--- config.mk ---
export PLATFORM = sky130hd
export DESIGN_NAME = rgbapk_premul
export DESIGN_NICKNAME = d
export VERILOG_FILES = /design/src/rgbapk_pkg.sv /design/src/rgbapk_premul.sv
export SDC_FILE = /design/constraint.sdc
export NUM_CORES = 2
export LEC_CHECK = 0
export ABC_AREA = 1
export BUFFER_PORTS_ARGS = -buffer_cell sky130_fd_sc_hd__buf_2
export CAP_MARGIN = 10
export CORE_AREA = 2 2 262 264
export CTS_BUF_LIST = sky130_fd_sc_hd__clkbuf_4 sky130_fd_sc_hd__clkbuf_8 sky130_fd_sc_hd__clkbuf_16
export CTS_CLUSTER_SIZE = 40
export DETAILED_ROUTE_END_ITERATION = 7
export DIE_AREA = 0 0 264 266
export GPL_TIMING_DRIVEN = 0
export PLACE_DENSITY_LB_ADDON = 0.1
export SYNTH_ARGS = -nofsm -noshare
export SYNTH_HDL_FRONTEND = slang
export SYNTH_SLANG_ARGS = --single-unit
--- constraint.sdc ---
create_clock -name i_clk -period 13.64 [get_ports i_clk]
set_input_delay 1.364 -clock i_clk [delete_from_list [all_inputs] [get_ports i_clk]]
set_output_delay 1.364 -clock i_clk [all_outputs]
set_load 0.01 [all_outputs]
--- src/rgbapk_pkg.sv ---
package rgbapk_pkg;

    localparam int NUM_CH    = 4;
    localparam int FRAC_BITS = 16;
    localparam int CH_W      = 17;
    localparam int COL_W     = 2 * CH_W;
    localparam int SCALE_W   = 16;
    localparam int CODE_W    = 16;
    localparam int WORD_W    = 64;
    localparam int BITS_W    = 5;
    localparam int SHIFT_W   = 6;
    localparam int FMT_W     = 4;
    localparam int CFG_ADDR_W = 2;
    localparam int CFG_DATA_W = 4;

    // Lane order inside the pipeline.
    localparam int LANE_RED   = 0;
    localparam int LANE_GREEN = 1;
    localparam int LANE_BLUE  = 2;
    localparam int LANE_ALPHA = 3;

    // Configuration register indexes.
    localparam logic [CFG_ADDR_W-1:0] REG_PIXEL_FORMAT = 2'd0;
    localparam logic [CFG_ADDR_W-1:0] REG_HALF_ALPHA   = 2'd1;
    localparam logic [CFG_ADDR_W-1:0] REG_PREMULTIPLY  = 2'd2;

    // Layout codes that the logic treats specially.
    localparam logic [FMT_W-1:0] FMT_A8B8G8R8     = 4'd1;
    localparam logic [FMT_W-1:0] FMT_A16B16G16R16 = 4'd6;
    localparam logic [FMT_W-1:0] FMT_R5G6B5       = 4'd7;

    typedef logic [COL_W-1:0]   t_col;
    typedef logic [CODE_W-1:0]  t_code;
    typedef logic [BITS_W-1:0]  t_bits;
    typedef logic [SHIFT_W-1:0] t_shift;

    typedef struct packed {
        logic             valid;
        logic [FMT_W-1:0] fmt;
        logic             half_alpha;
        logic             premul;
    } t_ctl;

    // Field widths per layout, lanes red, green, blue, alpha.
    localparam logic [BITS_W-1:0] LAY_BITS [16][NUM_CH] = '{
        '{5'd8,  5'd8,  5'd8,  5'd8},
        '{5'd8,  5'd8,  5'd8,  5'd8},
        '{5'd8,  5'd8,  5'd8,  5'd8},
        '{5'd8,  5'd8,  5'd8,  5'd8},
        '{5'd10, 5'd10, 5'd10, 5'd2},
        '{5'd10, 5'd10, 5'd10, 5'd2},
        '{5'd16, 5'd16, 5'd16, 5'd16},
        '{5'd5,  5'd6,  5'd5,  5'd0},
        '{5'd6,  5'd5,  5'd5,  5'd0},
        '{5'd5,  5'd6,  5'd5,  5'd0},
        '{5'd5,  5'd5,  5'd5,  5'd1},
        '{5'd5,  5'd5,  5'd5,  5'd1},
        '{5'd5,  5'd5,  5'd5,  5'd1},
        '{5'd4,  5'd4,  5'd4,  5'd4},
        '{5'd4,  5'd4,  5'd4,  5'd4},
        '{5'd4,  5'd4,  5'd4,  5'd4}
    };

    localparam logic [SHIFT_W-1:0] LAY_SHIFT [16][NUM_CH] = '{
        '{6'd16, 6'd8,  6'd0,  6'd24},
        '{6'd0,  6'd8,  6'd16, 6'd24},
        '{6'd8,  6'd16, 6'd24, 6'd0},
        '{6'd24, 6'd16, 6'd8,  6'd0},
        '{6'd20, 6'd10, 6'd0,  6'd30},
        '{6'd0,  6'd10, 6'd20, 6'd30},
        '{6'd0,  6'd16, 6'd32, 6'd48},
        '{6'd11, 6'd5,  6'd0,  6'd0},
        '{6'd10, 6'd5,  6'd0,  6'd0},
        '{6'd0,  6'd5,  6'd11, 6'd0},
        '{6'd10, 6'd5,  6'd0,  6'd15},
        '{6'd11, 6'd6,  6'd1,  6'd0},
        '{6'd0,  6'd5,  6'd10, 6'd15},
        '{6'd8,  6'd4,  6'd0,  6'd12},
        '{6'd0,  6'd4,  6'd8,  6'd12},
        '{6'd12, 6'd8,  6'd4,  6'd0}
    };

    function automatic t_bits lay_bits(input logic [FMT_W-1:0] fmt, input int lane);
        return LAY_BITS[fmt][lane];
    endfunction

    function automatic t_shift lay_shift(input logic [FMT_W-1:0] fmt, input int lane);
        return LAY_SHIFT[fmt][lane];
    endfunction

endpackage

--- src/rgbapk_premul.sv ---
module rgbapk_premul (
    input  logic                                   i_clk,
    input  logic                                   i_rst_n,
    input  rgbapk_pkg::t_ctl                       i_ctl,
    input  logic [rgbapk_pkg::NUM_CH-1:0][rgbapk_pkg::CH_W-1:0] i_chan,
    output rgbapk_pkg::t_ctl                       o_ctl,
    output rgbapk_pkg::t_col [rgbapk_pkg::NUM_CH-1:0] o_col
);

    rgbapk_pkg::t_col [rgbapk_pkg::NUM_CH-1:0] n_col;
    rgbapk_pkg::t_col [rgbapk_pkg::NUM_CH-1:0] r_col;
    logic                                      r_valid;
    rgbapk_pkg::t_ctl                          r_ctl;

    // Every lane leaves with 2 * FRAC_BITS fraction bits, so the quantizer
    // treats alpha the same way as the colour lanes.
    always_comb begin
        for (int i = 0; i < rgbapk_pkg::NUM_CH - 1; i++) begin
            if (i_ctl.premul) begin
                n_col[i] = rgbapk_pkg::COL_W'(i_chan[i])
                         * rgbapk_pkg::COL_W'(i_chan[rgbapk_pkg::LANE_ALPHA]);
            end else begin
                n_col[i] = rgbapk_pkg::COL_W'(i_chan[i]) << rgbapk_pkg::FRAC_BITS;
            end
        end
        n_col[rgbapk_pkg::LANE_ALPHA] =
            rgbapk_pkg::COL_W'(i_chan[rgbapk_pkg::LANE_ALPHA]) << rgbapk_pkg::FRAC_BITS;
    end

    always_ff @(posedge i_clk) begin
        r_col <= n_col;
        r_ctl <= i_ctl;
        if (!i_rst_n) begin
            r_valid <= 1'b0;
        end else begin
            r_valid <= i_ctl.valid;
        end
    end

    always_comb begin
        o_ctl       = r_ctl;
        o_ctl.valid = r_valid;
    end

    assign o_col = r_col;

endmodule

Yosys cells after proc, flatten, opt, wreduce, memory -nomap -nowiden. Index checks and enable logic that the tools add are counted.

$mul: 3. Mux-type cells: 3.

Operator list (count): $mul 17x17->34 (3); $mux 33 (3).

Register bits: 126. Input bits: 77. Output and inout port bits: 143. Logic and storage cells: 17.

Logic depth before layout (Yosys ltp).
Depth in word-level cells: 2. Gate-level depth with buffers: 28. Mapped depth without buffers: 26.

Worst setup path before layout. No wires, ideal clock.

Kind: input port to flip-flop. From: input i_chan[7] (netlist name). To: register r_col, in the netlist o_col[33]. Library setup time: 0.115 ns. Data arrival time: 6.178 ns. Required time: 13.525 ns. Path slack: 7.347 ns. Cell stages on the path: 25. Path buffers: 2. Path through: clkbuf_1 buf_1 nand2_1 fa_1 inv_1 fa_1 inv_1 fa_1 inv_1 fa_1 fa_1 inv_1 fa_1 inv_1 ha_1 nand2_1 inv_1 nand2_1 nand2_1 a21oi_1 nand2_2 nand2_1 nand3_1 nand2_1 nor2_1.

Cells in the longest elaborated chain, start to end: 1.

RTL lines: from (decl) (line rgbapk_premul.sv:5) `input logic [rgbapk_pkg::NUM_CH-1:0][rgbapk_pkg::CH_W-1:0] i_chan,`; $mul 17x17->34 (line rgbapk_premul.sv:21) `* rgbapk_pkg::COL_W'(i_chan[rgbapk_pkg::LANE_ALPHA]);`; to (signal assigned) (line rgbapk_premul.sv:31) `r_col <= n_col;`; to (decl) (line rgbapk_premul.sv:11) `rgbapk_pkg::t_col [rgbapk_pkg::NUM_CH-1:0] r_col;`.

No other way between the ends. A chain may end at the register's enable or synchronous reset.

==> metrics.txt <==
core footprint 67700 um2; post-synthesis sequential area ratio 0.0727; Worst EP required 14.04 ns; Post-CTS Hold Buffers 0; Placer Congestion 0.972; # fillers 6852; # resized after CTS 0; min setup slack post-route 6.44 ns; initial antenna violation count 2; CTS Buffer Depth 2; post-route ant nets 0; Area growth syn-to-layout 7.20%; Top Ports 220; placed cell count 5886; Worst Setup Start Kind input port; critical path startpoint i_chan[54]; non-filler instance count after layout 5919; CTS Sinks 126; Crit Path Max Fanout 10; initial DRC count 2254; Final Hold Fails 0; relative slew slack 0.0876; H-tree depth 4; FP Rows 96; Setup violations, final 0; die height roughly 270 um; crit path kind in -> reg; CTS Root Cell clkbuf_16; DIE AREA 70200 um2; Slew Limit Fails 0; hold_sp i_ctl[2]; Mapped Cells between 4000 and 5000; most used cell, CP fa_1; Vias per Instance 5.02; Hold Crit Class in -> reg; synth warn 0; Tcrit/Tclk final 0.528; outcome completed; critical path arrival 7.60 ns; CTS tree done; Buffers on Ports 151; area of the mapped netlist ~35000 um2; final WL 112 mm; Initial Util 0.512; Synth Register Bits 126; Worst-path clk slew 0.07 ns; Buf/Inv on CP 4; crit path cell chain buf_2, clkbuf_1, clkbuf_1, nand2_1, fa_1, fa_1, fa_1, inv_1, fa_1, fa_1, fa_1, ha_1, nand2_2, nor2_1, nand3_1, nand3b_1, nand2_1, nand2_1, nand2_1, nand3_1, nand2_1; GRT Total Usage 0.332; max cap viols 0; CTS buffer count 17; f_max between 100 and 150 MHz; CP max stage delay 0.88 ns; chip width 264 um; RSZ-0062 raised after global routing no; global-route wire length before repair 173 mm; Worst Setup Slack post-DPL 5.99 ns; critical path's top delay family adder cells; Tmin final 7.20 ns; GRT overflow 0; Final HPWL DP ~92 mm; Yosys cell types 32; drt pass-1 iters 6; CP Capture Type flop; pin count of the biggest net entering global routing 17; hold_ws 0.943 ns; share of layout cells above drive strength 1 0.0485; post-CTS setup buffers 0; synthesized area per cell 7.18 um2; Worst Tran Pin Value between 1 and 1.5 ns; vias in the first global route a little under 30000; DRC 0; DR vias 29700; Nets 6096; slowest CP cell clkbuf_1; detail-routed net length per standard cell 18.9 um; setup_tns 0 ns
-- cell usage in the layout, fill, tap and decap left out, types with 17 or more instances in the layout --
cell,instances
ha_1,324
inv_1,1448
nand2_1,1581
nand3b_1,18
buf_4,19
clkbuf_1,183
a21oi_1,76
o21ai_0,28
buf_2,157
fa_1,672
clkbuf_16,17
nand3_1,106
buf_1,29
conb_1,17
dfxtp_1,126
nor2_1,127
-- final timing paths --
kind | to | slack (ns) | depth (start not counted)
setup / recovery | o_col[98] | 6.44 | 21
hold / removal | o_ctl[2] | 0.94 | 1
-- stage by stage --
| stage | util | instance area (um2) |
|---|---|---|
| 2_1_floorplan | - | 34800 |
| 3_3_place_gp | 0.541 | 36600 |
| 3_5_place_dp | 0.541 | 36600 |
| 4_1_cts | 0.549 | 37200 |
| 5_1_grt | 0.549 | 37200 |
| 6_report | 0.549 | 37200 |
-- registers in the layout, indices dropped and copies added, names as in the netlist --
register  count
o_col       119
o_ctl         6
r_valid       1
-- Yosys cell counts --
master    count  share of area
inv_1      1448           0.16
and2_1        2        0.00036
nor2_1      127          0.014
nand3_1     106          0.015
inv_2         1        0.00011
buf_1        29         0.0031
nand3_2      10         0.0029
clkbuf_1    183          0.020
clkinv_1      3        0.00032
o21ai_1       7         0.0010
xor2_1        7         0.0018
xnor2_1      13         0.0033
buf_2         6        0.00087
dfxtp_1     126          0.073
nand2_2      12         0.0022
nor2_2        9         0.0016
nand3b_1     18         0.0039
o21bai_1      6         0.0013
o21ai_0      28         0.0040
fa_1        672           0.39
a21oi_1      76          0.011
a31oi_1       2        0.00036
o21ai_2       1        0.00025
nand2_1    1581           0.17
ha_1        324           0.12
o21a_1        1        0.00022
nor2_4        1        0.00032
o21ai_4       1        0.00047
nand4_1      15         0.0027
buf_4        19         0.0041
conb_1        1        0.00011
nor3_1        1        0.00014
-- kinds of logic (layout without fill, tap and decap cells) --
logic type                 after synthesis  after routing  synth area share
other                                    1             18          0.000108
adders and majority gates              996            996             0.504
DFF                                    126            126            0.0727
AOI/OAI and AO/OA                      122            122            0.0186
and+or+nand+nor                       1882           1882             0.214
xor gates and xnor gates                20             20           0.00505
buffers and inverters                 1689           1873             0.185
-- layer usage --
| layer | track usage | routed length (um) | vias up |
|---|---|---|---|
| li1 | - | - | 13900 |
| met1 | 0.425 | 44600 | 14400 |
| met2 | 0.540 | 51300 | 1225 |
| met3 | 0.0676 | 10300 | 249 |
| met4 | 0.157 | 5760 | 0 |
| met5 | 0 | 0 | - |
-- layout make-up --
| class | instances | area (um2) | area share |
|---|---|---|---|
| multi-input cells | 3037 | 25800 | 0.694 |
| inverters | 1452 | 5450 | 0.146 |
| flip-flops and latches | 126 | 2520 | 0.0678 |
| well taps | 882 | 1100 | 0.0297 |
| plain buffers | 237 | 968 | 0.0260 |
| repair buffers | 152 | 771 | 0.0207 |
| clock buffers | 17 | 425 | 0.0114 |
| clock inverters | 15 | 138 | 0.00370 |
| diodes | 1 | 2.50 | 0.0000673 |
Power is not shown: default switching activity piles up to over one toggle a cycle in this logic, so the estimate is an artifact.
