[src/rgbapk_pkg.sv]
package rgbapk_pkg;

    localparam int NUM_CH    = 4;
    localparam int FRAC_BITS = 16;
    localparam int CH_W      = 17;
    localparam int COL_W     = 2 * CH_W;
    localparam int SCALE_W   = 16;
    localparam int CODE_W    = 16;
    localparam int WORD_W    = 64;
    localparam int BITS_W    = 5;
    localparam int SHIFT_W   = 6;
    localparam int FMT_W     = 4;
    localparam int CFG_ADDR_W = 2;
    localparam int CFG_DATA_W = 4;

    // Lane order inside the pipeline.
    localparam int LANE_RED   = 0;
    localparam int LANE_GREEN = 1;
    localparam int LANE_BLUE  = 2;
    localparam int LANE_ALPHA = 3;

    // Configuration register indexes.
    localparam logic [CFG_ADDR_W-1:0] REG_PIXEL_FORMAT = 2'd0;
    localparam logic [CFG_ADDR_W-1:0] REG_HALF_ALPHA   = 2'd1;
    localparam logic [CFG_ADDR_W-1:0] REG_PREMULTIPLY  = 2'd2;

    // Layout codes that the logic treats specially.
    localparam logic [FMT_W-1:0] FMT_A8B8G8R8     = 4'd1;
    localparam logic [FMT_W-1:0] FMT_A16B16G16R16 = 4'd6;
    localparam logic [FMT_W-1:0] FMT_R5G6B5       = 4'd7;

    typedef logic [COL_W-1:0]   t_col;
    typedef logic [CODE_W-1:0]  t_code;
    typedef logic [BITS_W-1:0]  t_bits;
    typedef logic [SHIFT_W-1:0] t_shift;

    typedef struct packed {
        logic             valid;
        logic [FMT_W-1:0] fmt;
        logic             half_alpha;
        logic             premul;
    } t_ctl;

    // Field widths per layout, lanes red, green, blue, alpha.
    localparam logic [BITS_W-1:0] LAY_BITS [16][NUM_CH] = '{
        '{5'd8,  5'd8,  5'd8,  5'd8},
        '{5'd8,  5'd8,  5'd8,  5'd8},
        '{5'd8,  5'd8,  5'd8,  5'd8},
        '{5'd8,  5'd8,  5'd8,  5'd8},
        '{5'd10, 5'd10, 5'd10, 5'd2},
        '{5'd10, 5'd10, 5'd10, 5'd2},
        '{5'd16, 5'd16, 5'd16, 5'd16},
        '{5'd5,  5'd6,  5'd5,  5'd0},
        '{5'd6,  5'd5,  5'd5,  5'd0},
        '{5'd5,  5'd6,  5'd5,  5'd0},
        '{5'd5,  5'd5,  5'd5,  5'd1},
        '{5'd5,  5'd5,  5'd5,  5'd1},
        '{5'd5,  5'd5,  5'd5,  5'd1},
        '{5'd4,  5'd4,  5'd4,  5'd4},
        '{5'd4,  5'd4,  5'd4,  5'd4},
        '{5'd4,  5'd4,  5'd4,  5'd4}
    };

    localparam logic [SHIFT_W-1:0] LAY_SHIFT [16][NUM_CH] = '{
        '{6'd16, 6'd8,  6'd0,  6'd24},
        '{6'd0,  6'd8,  6'd16, 6'd24},
        '{6'd8,  6'd16, 6'd24, 6'd0},
        '{6'd24, 6'd16, 6'd8,  6'd0},
        '{6'd20, 6'd10, 6'd0,  6'd30},
        '{6'd0,  6'd10, 6'd20, 6'd30},
        '{6'd0,  6'd16, 6'd32, 6'd48},
        '{6'd11, 6'd5,  6'd0,  6'd0},
        '{6'd10, 6'd5,  6'd0,  6'd0},
        '{6'd0,  6'd5,  6'd11, 6'd0},
        '{6'd10, 6'd5,  6'd0,  6'd15},
        '{6'd11, 6'd6,  6'd1,  6'd0},
        '{6'd0,  6'd5,  6'd10, 6'd15},
        '{6'd8,  6'd4,  6'd0,  6'd12},
        '{6'd0,  6'd4,  6'd8,  6'd12},
        '{6'd12, 6'd8,  6'd4,  6'd0}
    };

    function automatic t_bits lay_bits(input logic [FMT_W-1:0] fmt, input int lane);
        return LAY_BITS[fmt][lane];
    endfunction

    function automatic t_shift lay_shift(input logic [FMT_W-1:0] fmt, input int lane);
        return LAY_SHIFT[fmt][lane];
    endfunction

endpackage

[src/rgbapk_quant.sv]
module rgbapk_quant (
    input  logic               i_clk,
    input  rgbapk_pkg::t_col   i_col,
    input  rgbapk_pkg::t_bits  i_bits,
    input  logic               i_half_scale,
    output rgbapk_pkg::t_code  o_code
);

    localparam int PROD_W = rgbapk_pkg::COL_W + rgbapk_pkg::SCALE_W;

    logic [rgbapk_pkg::SCALE_W:0]   w_scale_ext;
    logic [rgbapk_pkg::SCALE_W-1:0] w_scale;
    logic [rgbapk_pkg::CODE_W-1:0]  w_mask;
    logic [PROD_W-1:0]              w_prod;
    rgbapk_pkg::t_code              n_code;
    rgbapk_pkg::t_code              r_code;

    always_comb begin
        w_scale_ext = ((rgbapk_pkg::SCALE_W + 1)'(1) << i_bits) - (rgbapk_pkg::SCALE_W + 1)'(1);
        w_mask      = w_scale_ext[rgbapk_pkg::SCALE_W-1:0];
        // The half alpha scale maps 1.0 to 128; the mask still follows the field width.
        w_scale     = i_half_scale ? rgbapk_pkg::SCALE_W'(128) : w_mask;
        w_prod      = PROD_W'(i_col) * PROD_W'(w_scale);
        n_code      = w_prod[2*rgbapk_pkg::FRAC_BITS +: rgbapk_pkg::CODE_W] & w_mask;
    end

    always_ff @(posedge i_clk) begin
        r_code <= n_code;
    end

    assign o_code = r_code;

endmodule

[config.mk]
export PLATFORM = sky130hd
export DESIGN_NAME = rgbapk_quant
export DESIGN_NICKNAME = d
export VERILOG_FILES = /design/src/rgbapk_pkg.sv /design/src/rgbapk_quant.sv
export SDC_FILE = /design/constraint.sdc
export NUM_CORES = 1
export LEC_CHECK = 0
export CORE_UTILIZATION = 40
export DETAILED_ROUTE_END_ITERATION = 8
export DONT_BUFFER_PORTS = 1
export RECOVER_POWER = 50
export SKIP_LAST_GASP = 1
export SLEW_MARGIN = 25
export SYNTH_ARGS = -nofsm -noshare
export SYNTH_HDL_FRONTEND = slang
export SYNTH_SLANG_ARGS = --single-unit
[constraint.sdc]
create_clock -name i_clk -period 22.6 [get_ports i_clk]
set_input_delay 4.52 -clock i_clk [delete_from_list [all_inputs] [get_ports i_clk]]
set_output_delay 4.52 -clock i_clk [all_outputs]
set_load 0.01 [all_outputs]
# [Word-level counts from Yosys, hierarchy flattened]
# Index checks and enable logic that the tools add are counted.
[op_classes] add_sub_neg=1 n_mul=1 n_shift=1 muxes=1 n_bitwise=1
[op_table] operator="$mul 34x16->48" n=1
[op_table] operator="$and 16x16->16" n=1
[op_table] operator="$mux 16" n=1
[op_table] operator="$shl 1x5->16 const A" n=1
[op_table] operator="$sub 16x2->16 const B" n=1
[totals] register_bits=16 in_bits=41 out_inout_bits=16 wordCells=6

# [Longest topological paths before layout]
[depth] word_depth=5 ltp_mapped=34 ltp_nobuf=31

# [Worst setup path before layout]
# OpenSTA, ideal clock, no wires.
[synth_timing] kind="input -> register" start="in i_bits[0]" end="reg r_code[15], in the netlist o_code[15]" setup_ns=0.116 t_arrival_ns=11.932 required_ns=22.484 slack_ns=10.552 cell_stages=33 path_buffers=3 cell_sequence="buf_2 -> or3_1 -> nor2_1 -> inv_1 -> ha_1 -> clkbuf_1 -> nor3_1 -> mux2i_1 -> nor2_1 -> a21oi_1 -> nor2_1 -> clkbuf_1 -> nand2_1 -> fa_1 -> inv_1 -> fa_1 -> inv_1 -> fa_1 -> inv_1 -> fa_1 -> fa_1 -> inv_1 -> fa_1 -> inv_1 -> ha_1 -> and3_4 -> nand3_2 -> or3_4 -> or4_1 -> a21oi_2 -> o31ai_2 -> a21oi_2 -> and3b_1"
[synth_via] elab_chain_cells=5
[synth_lines] item="start, declared" line="rgbapk_quant.sv:4" text="input rgbapk_pkg::t_bits i_bits,"
[synth_lines] item="$shl 1x5->16 (*)" line="rgbapk_quant.sv:19" text="w_scale_ext = ((rgbapk_pkg::SCALE_W + 1)'(1) << i_bits) - (rgbapk_pkg::SCALE_W + 1)'(1);"
[synth_lines] item="$sub 16x2->16 (*)" line="rgbapk_quant.sv:19"
[synth_lines] item="$mux 16" line="rgbapk_quant.sv:22" text="w_scale = i_half_scale ? rgbapk_pkg::SCALE_W'(128) : w_mask;"
[synth_lines] item="$mul 34x16->48" line="rgbapk_quant.sv:23" text="w_prod = PROD_W'(i_col) * PROD_W'(w_scale);"
[synth_lines] item="$and 16x16->16 (*)" line="rgbapk_quant.sv:24" text="n_code = w_prod[2*rgbapk_pkg::FRAC_BITS +: rgbapk_pkg::CODE_W] & w_mask;"
[synth_lines] item="named net n_code[15]" line="rgbapk_quant.sv:15" text="rgbapk_pkg::t_code n_code;"
[synth_lines] item="end signal, assigned" line="rgbapk_quant.sv:28" text="r_code <= n_code;"
[synth_lines] item="end, declared" line="rgbapk_quant.sv:16" text="rgbapk_pkg::t_code r_code;"
# The timed path passes the listed nets; every way through them passes the cells marked *.

# [Final worst setup path]
[layout_timing] start="in i_bits[2]" end="reg r_code[15], in the netlist o_code[15]"
# Same word-level chain as after synthesis.

==> reports/qor.txt <==
FLOORPLAN
--------------------------------------------------------------------------------------------------------
Initial Util                                                                                       0.409
I/O pin count                                                                                         57
Placeable core region                                                                        0.0412 mm^2
Total Die Area                                                                               0.0429 mm^2
Height of the chip                                                                                207 um
Row Count                                                                                             74
Die width                                                                                         207 um

SYNTHESIS
--------------------------------------------------------------------------------------------------------
Gate Count Post-Synth                                                                               1985
Leading cell types by count after synthesis                                                 sky130_fd_sc_hd__inv_1 (536), sky130_fd_sc_hd__fa_1 (444), sky130_fd_sc_hd__nand2_1 (404)
Sequential area share after synthesis                                                             0.0190
Syn Std Cell Area                                                                            0.0168 mm^2
Most common cell in the synthesized netlist                                                 sky130_fd_sc_hd__inv_1
Share of synthesized flip-flops with an asynchronous set or reset                                      0
Mapped Avg Cell Area                                                                           8.49 um^2
Most frequently used flop master after synthesis                                            sky130_fd_sc_hd__dfxtp_1
EDFF count, synth                                                                                      0
Top cells by area, synth                                                                    sky130_fd_sc_hd__fa_1 (53%), sky130_fd_sc_hd__inv_1 (12%), sky130_fd_sc_hd__nand2_1 (9.0%)
Count of unique library cells instantiated by Yosys                                                   53
Post-synthesis register bit count                                                                     16
Largest area contributor in the synthesized netlist                                         sky130_fd_sc_hd__fa_1
Synthesized Nets                                                                                    2579
Area share of the largest cell type after synthesis                                                0.528
Yosys warning total                                                                                    0

PLACED DESIGN
--------------------------------------------------------------------------------------------------------
Global placer's final weighted congestion                                                          0.847
Post-detailed-placement half-perimeter wirelength                                                34.4 mm
Buffers added on ports                                                                                 0

CRITICAL PATH
--------------------------------------------------------------------------------------------------------
Crit end category                                                                                   flop
Worst Setup Path Type                                                                       primary input to flop
Peak fanout along the critical path                                                                   19
Critical Path RT                                                                                22.75 ns
Data arrival time of the worst path                                                             13.07 ns
Slowest cell on crit path                                                                   sky130_fd_sc_hd__nor2_2
Critical path launch point type                                                             primary input
Maximum single-stage delay on the critical path                                                  0.82 ns

JOB
--------------------------------------------------------------------------------------------------------
Max-cap violations                                                                                     0

GRT
--------------------------------------------------------------------------------------------------------
Global-route met1 utilization                                                                      0.280
Met3 track utilization from global routing                                                        0.0267
Wire length of the first global-routing pass                                                     73.4 mm
Layer carrying the most global-route usage                                                          met2
Largest net degree at the start of global routing                                                     36
Number of global-route vias before repair                                                          13952
Total Routing Usage GR                                                                             0.217
Global routing usage on met2                                                                       0.387
GRT overflow                                                                                           0
Antenna violations before repair                                                                       1

ROUTING
--------------------------------------------------------------------------------------------------------
Via count                                                                                          12529
Number of iterations in the first detailed-routing pass                                                5
Number of DRC markers after the initial detailed-route iteration                                     696
Post-DRT Antenna Nets                                                                                  0
Detailed-route wire length per cell                                                              18.0 um
Drt via density                                                                                     5.12
Total length of routed wires                                                                     44.1 mm
Number of remaining DRC errors                                                                         0

CTS
--------------------------------------------------------------------------------------------------------
Post-CTS clock slew at the launch and capture registers of the worst setup and hold paths        0.06 ns
H-tree lvl count                                                                                       1
Setup Buffers After CTS                                                                                0
Longest Clk Path Bufs                                                                                  2
Total clock buffers created by CTS                                                                     3
Clock tree root buffer cell                                                                 sky130_fd_sc_hd__clkbuf_16
Number of gates given a new drive strength after cts                                                   0
Clk sink count                                                                                        16
CTS tree                                                                                             yes
Number of hold buffers added after cts                                                                 0

FINISH
--------------------------------------------------------------------------------------------------------
Share of cells above drive strength 1                                                             0.0230
Growth of design area from synthesis to finish                                                     3.40%
Number of flip-flops under the largest register name                                                  16
Number of antenna diodes                                                                               0
Fin nets                                                                                            2508

STA
--------------------------------------------------------------------------------------------------------
Setup-failing EPs final                                                                                0
Period utilization                                                                                 0.572
Total count of max-transition violations in the final report                                           0
Final-layout setup total negative slack                                                             0 ns
RSZ-0062 raised after global routing                                                                  no
Slew at the pin with the worst max-slew slack                                                    1.08 ns
Count of final hold-check violations                                                                   0
Max-slew headroom                                                                                  0.277
Tmin final                                                                                      12.93 ns
Highest clock rate                                                                              77.4 MHz

STATUS
--------------------------------------------------------------------------------------------------------
Run status                                                                                  finished clean

HOLD PATH
--------------------------------------------------------------------------------------------------------
Worst min-delay path category                                                               primary input to flop

worst max-delay path: cells and delay by family:
kind,cells,cell delay (ns)
compound gates,7,1.23
fa+ha+maj,8,3.63
buf+inv,7,0.69
simple gates,9,2.97
area by class of cell:
| class | count | area [um^2] |
|---|---|---|
| clock buffers | 4 | 88.8 |
| fillers | 4086 | 23800 |
| inverters | 536 | 2010 |
| multi-input cells | 1341 | 14200 |
| flip-flops and latches | 16 | 320 |
| well taps | 532 | 666 |
| repair buffers | 16 | 120 |
per-stage QoR:
stage	cell area (um^2)	std cells	hold WS (ns)	utilization	setup WS [ns]
3_5_place_dp	17300	2441	4.70	0.421	9.47
2_1_floorplan	16800	1985	4.79	-	10.55
3_3_place_gp	17300	2441	4.69	0.420	9.80
6_report	17400	2445	4.44	0.423	9.67
5_1_grt	17400	2445	4.46	0.423	9.34
4_1_cts	17400	2445	4.44	0.423	9.72
cell families (layout without fill, tap and decap cells):
| logic type | count (synthesis) | after routing | share of synthesized area |
|---|---|---|---|
| adder cells (fa/ha/maj) | 553 | 553 | 0.609 |
| buffers and inverters | 628 | 556 | 0.140 |
| flip-flops | 16 | 16 | 0.0190 |
| multiplexers | 1 | 1 | 0.000594 |
| AND/OR/NAND/NOR | 659 | 659 | 0.178 |
| AO/OA/AOI/OAI | 111 | 111 | 0.0445 |
| XOR/XNOR | 17 | 17 | 0.00884 |
per-layer routing:
layer / up-vias / wire length [um]
met4: 0 / 967
met3: 67 / 2640
met1: 6546 / 17900
met5: - / 0
li1: 5524 / -
met2: 392 / 22600
path summary, 6_finish.rpt:
kind,start,to,cells past startpoint,slack [ns]
max,i_bits[2],o_code[15]$_DFF_P_,31,9.67
min,i_bits[4],o_code[15]$_DFF_P_,1,4.44
layout by cell type (no fill, tap or decap), types with 2 or more instances in the layout:
master                      netlist  final
sky130_fd_sc_hd__a21oi_2          3      3
sky130_fd_sc_hd__a311oi_1         2      2
sky130_fd_sc_hd__nand2b_1         3      3
sky130_fd_sc_hd__nor3_1          10     10
sky130_fd_sc_hd__ha_1           109    109
sky130_fd_sc_hd__xnor2_1         14     14
sky130_fd_sc_hd__or3_1            5      5
sky130_fd_sc_hd__o31a_1           2      2
sky130_fd_sc_hd__a221oi_1         2      2
sky130_fd_sc_hd__dfxtp_1         16     16
sky130_fd_sc_hd__nor2_2           0     11
sky130_fd_sc_hd__nor3b_1          2      2
sky130_fd_sc_hd__nor4_1           4      4
sky130_fd_sc_hd__fa_1           444    444
sky130_fd_sc_hd__nor2b_1          7      6
sky130_fd_sc_hd__a21o_1          16     16
sky130_fd_sc_hd__a31oi_1          7      7
sky130_fd_sc_hd__o21ai_0         16     16
sky130_fd_sc_hd__nand3_1          9      9
sky130_fd_sc_hd__clkbuf_16        0      3
sky130_fd_sc_hd__xor2_1           3      3
sky130_fd_sc_hd__inv_1          536    536
sky130_fd_sc_hd__a211o_1          4      4
sky130_fd_sc_hd__nand4_1          6      6
sky130_fd_sc_hd__nand2_1        404    404
sky130_fd_sc_hd__o211ai_1         5      5
sky130_fd_sc_hd__a21oi_1         26     26
sky130_fd_sc_hd__nor2_4           0      2
sky130_fd_sc_hd__o21ai_1          2      2
sky130_fd_sc_hd__and2_1         152    152
sky130_fd_sc_hd__a211oi_1         7      7
sky130_fd_sc_hd__o21a_1           9      9
sky130_fd_sc_hd__nor2_1          43     30
sky130_fd_sc_hd__buf_4            0     16
sky130_fd_sc_hd__and3_1           5      5
Power is not shown: default switching activity piles up to over one toggle a cycle in this logic, so the estimate is an artifact.
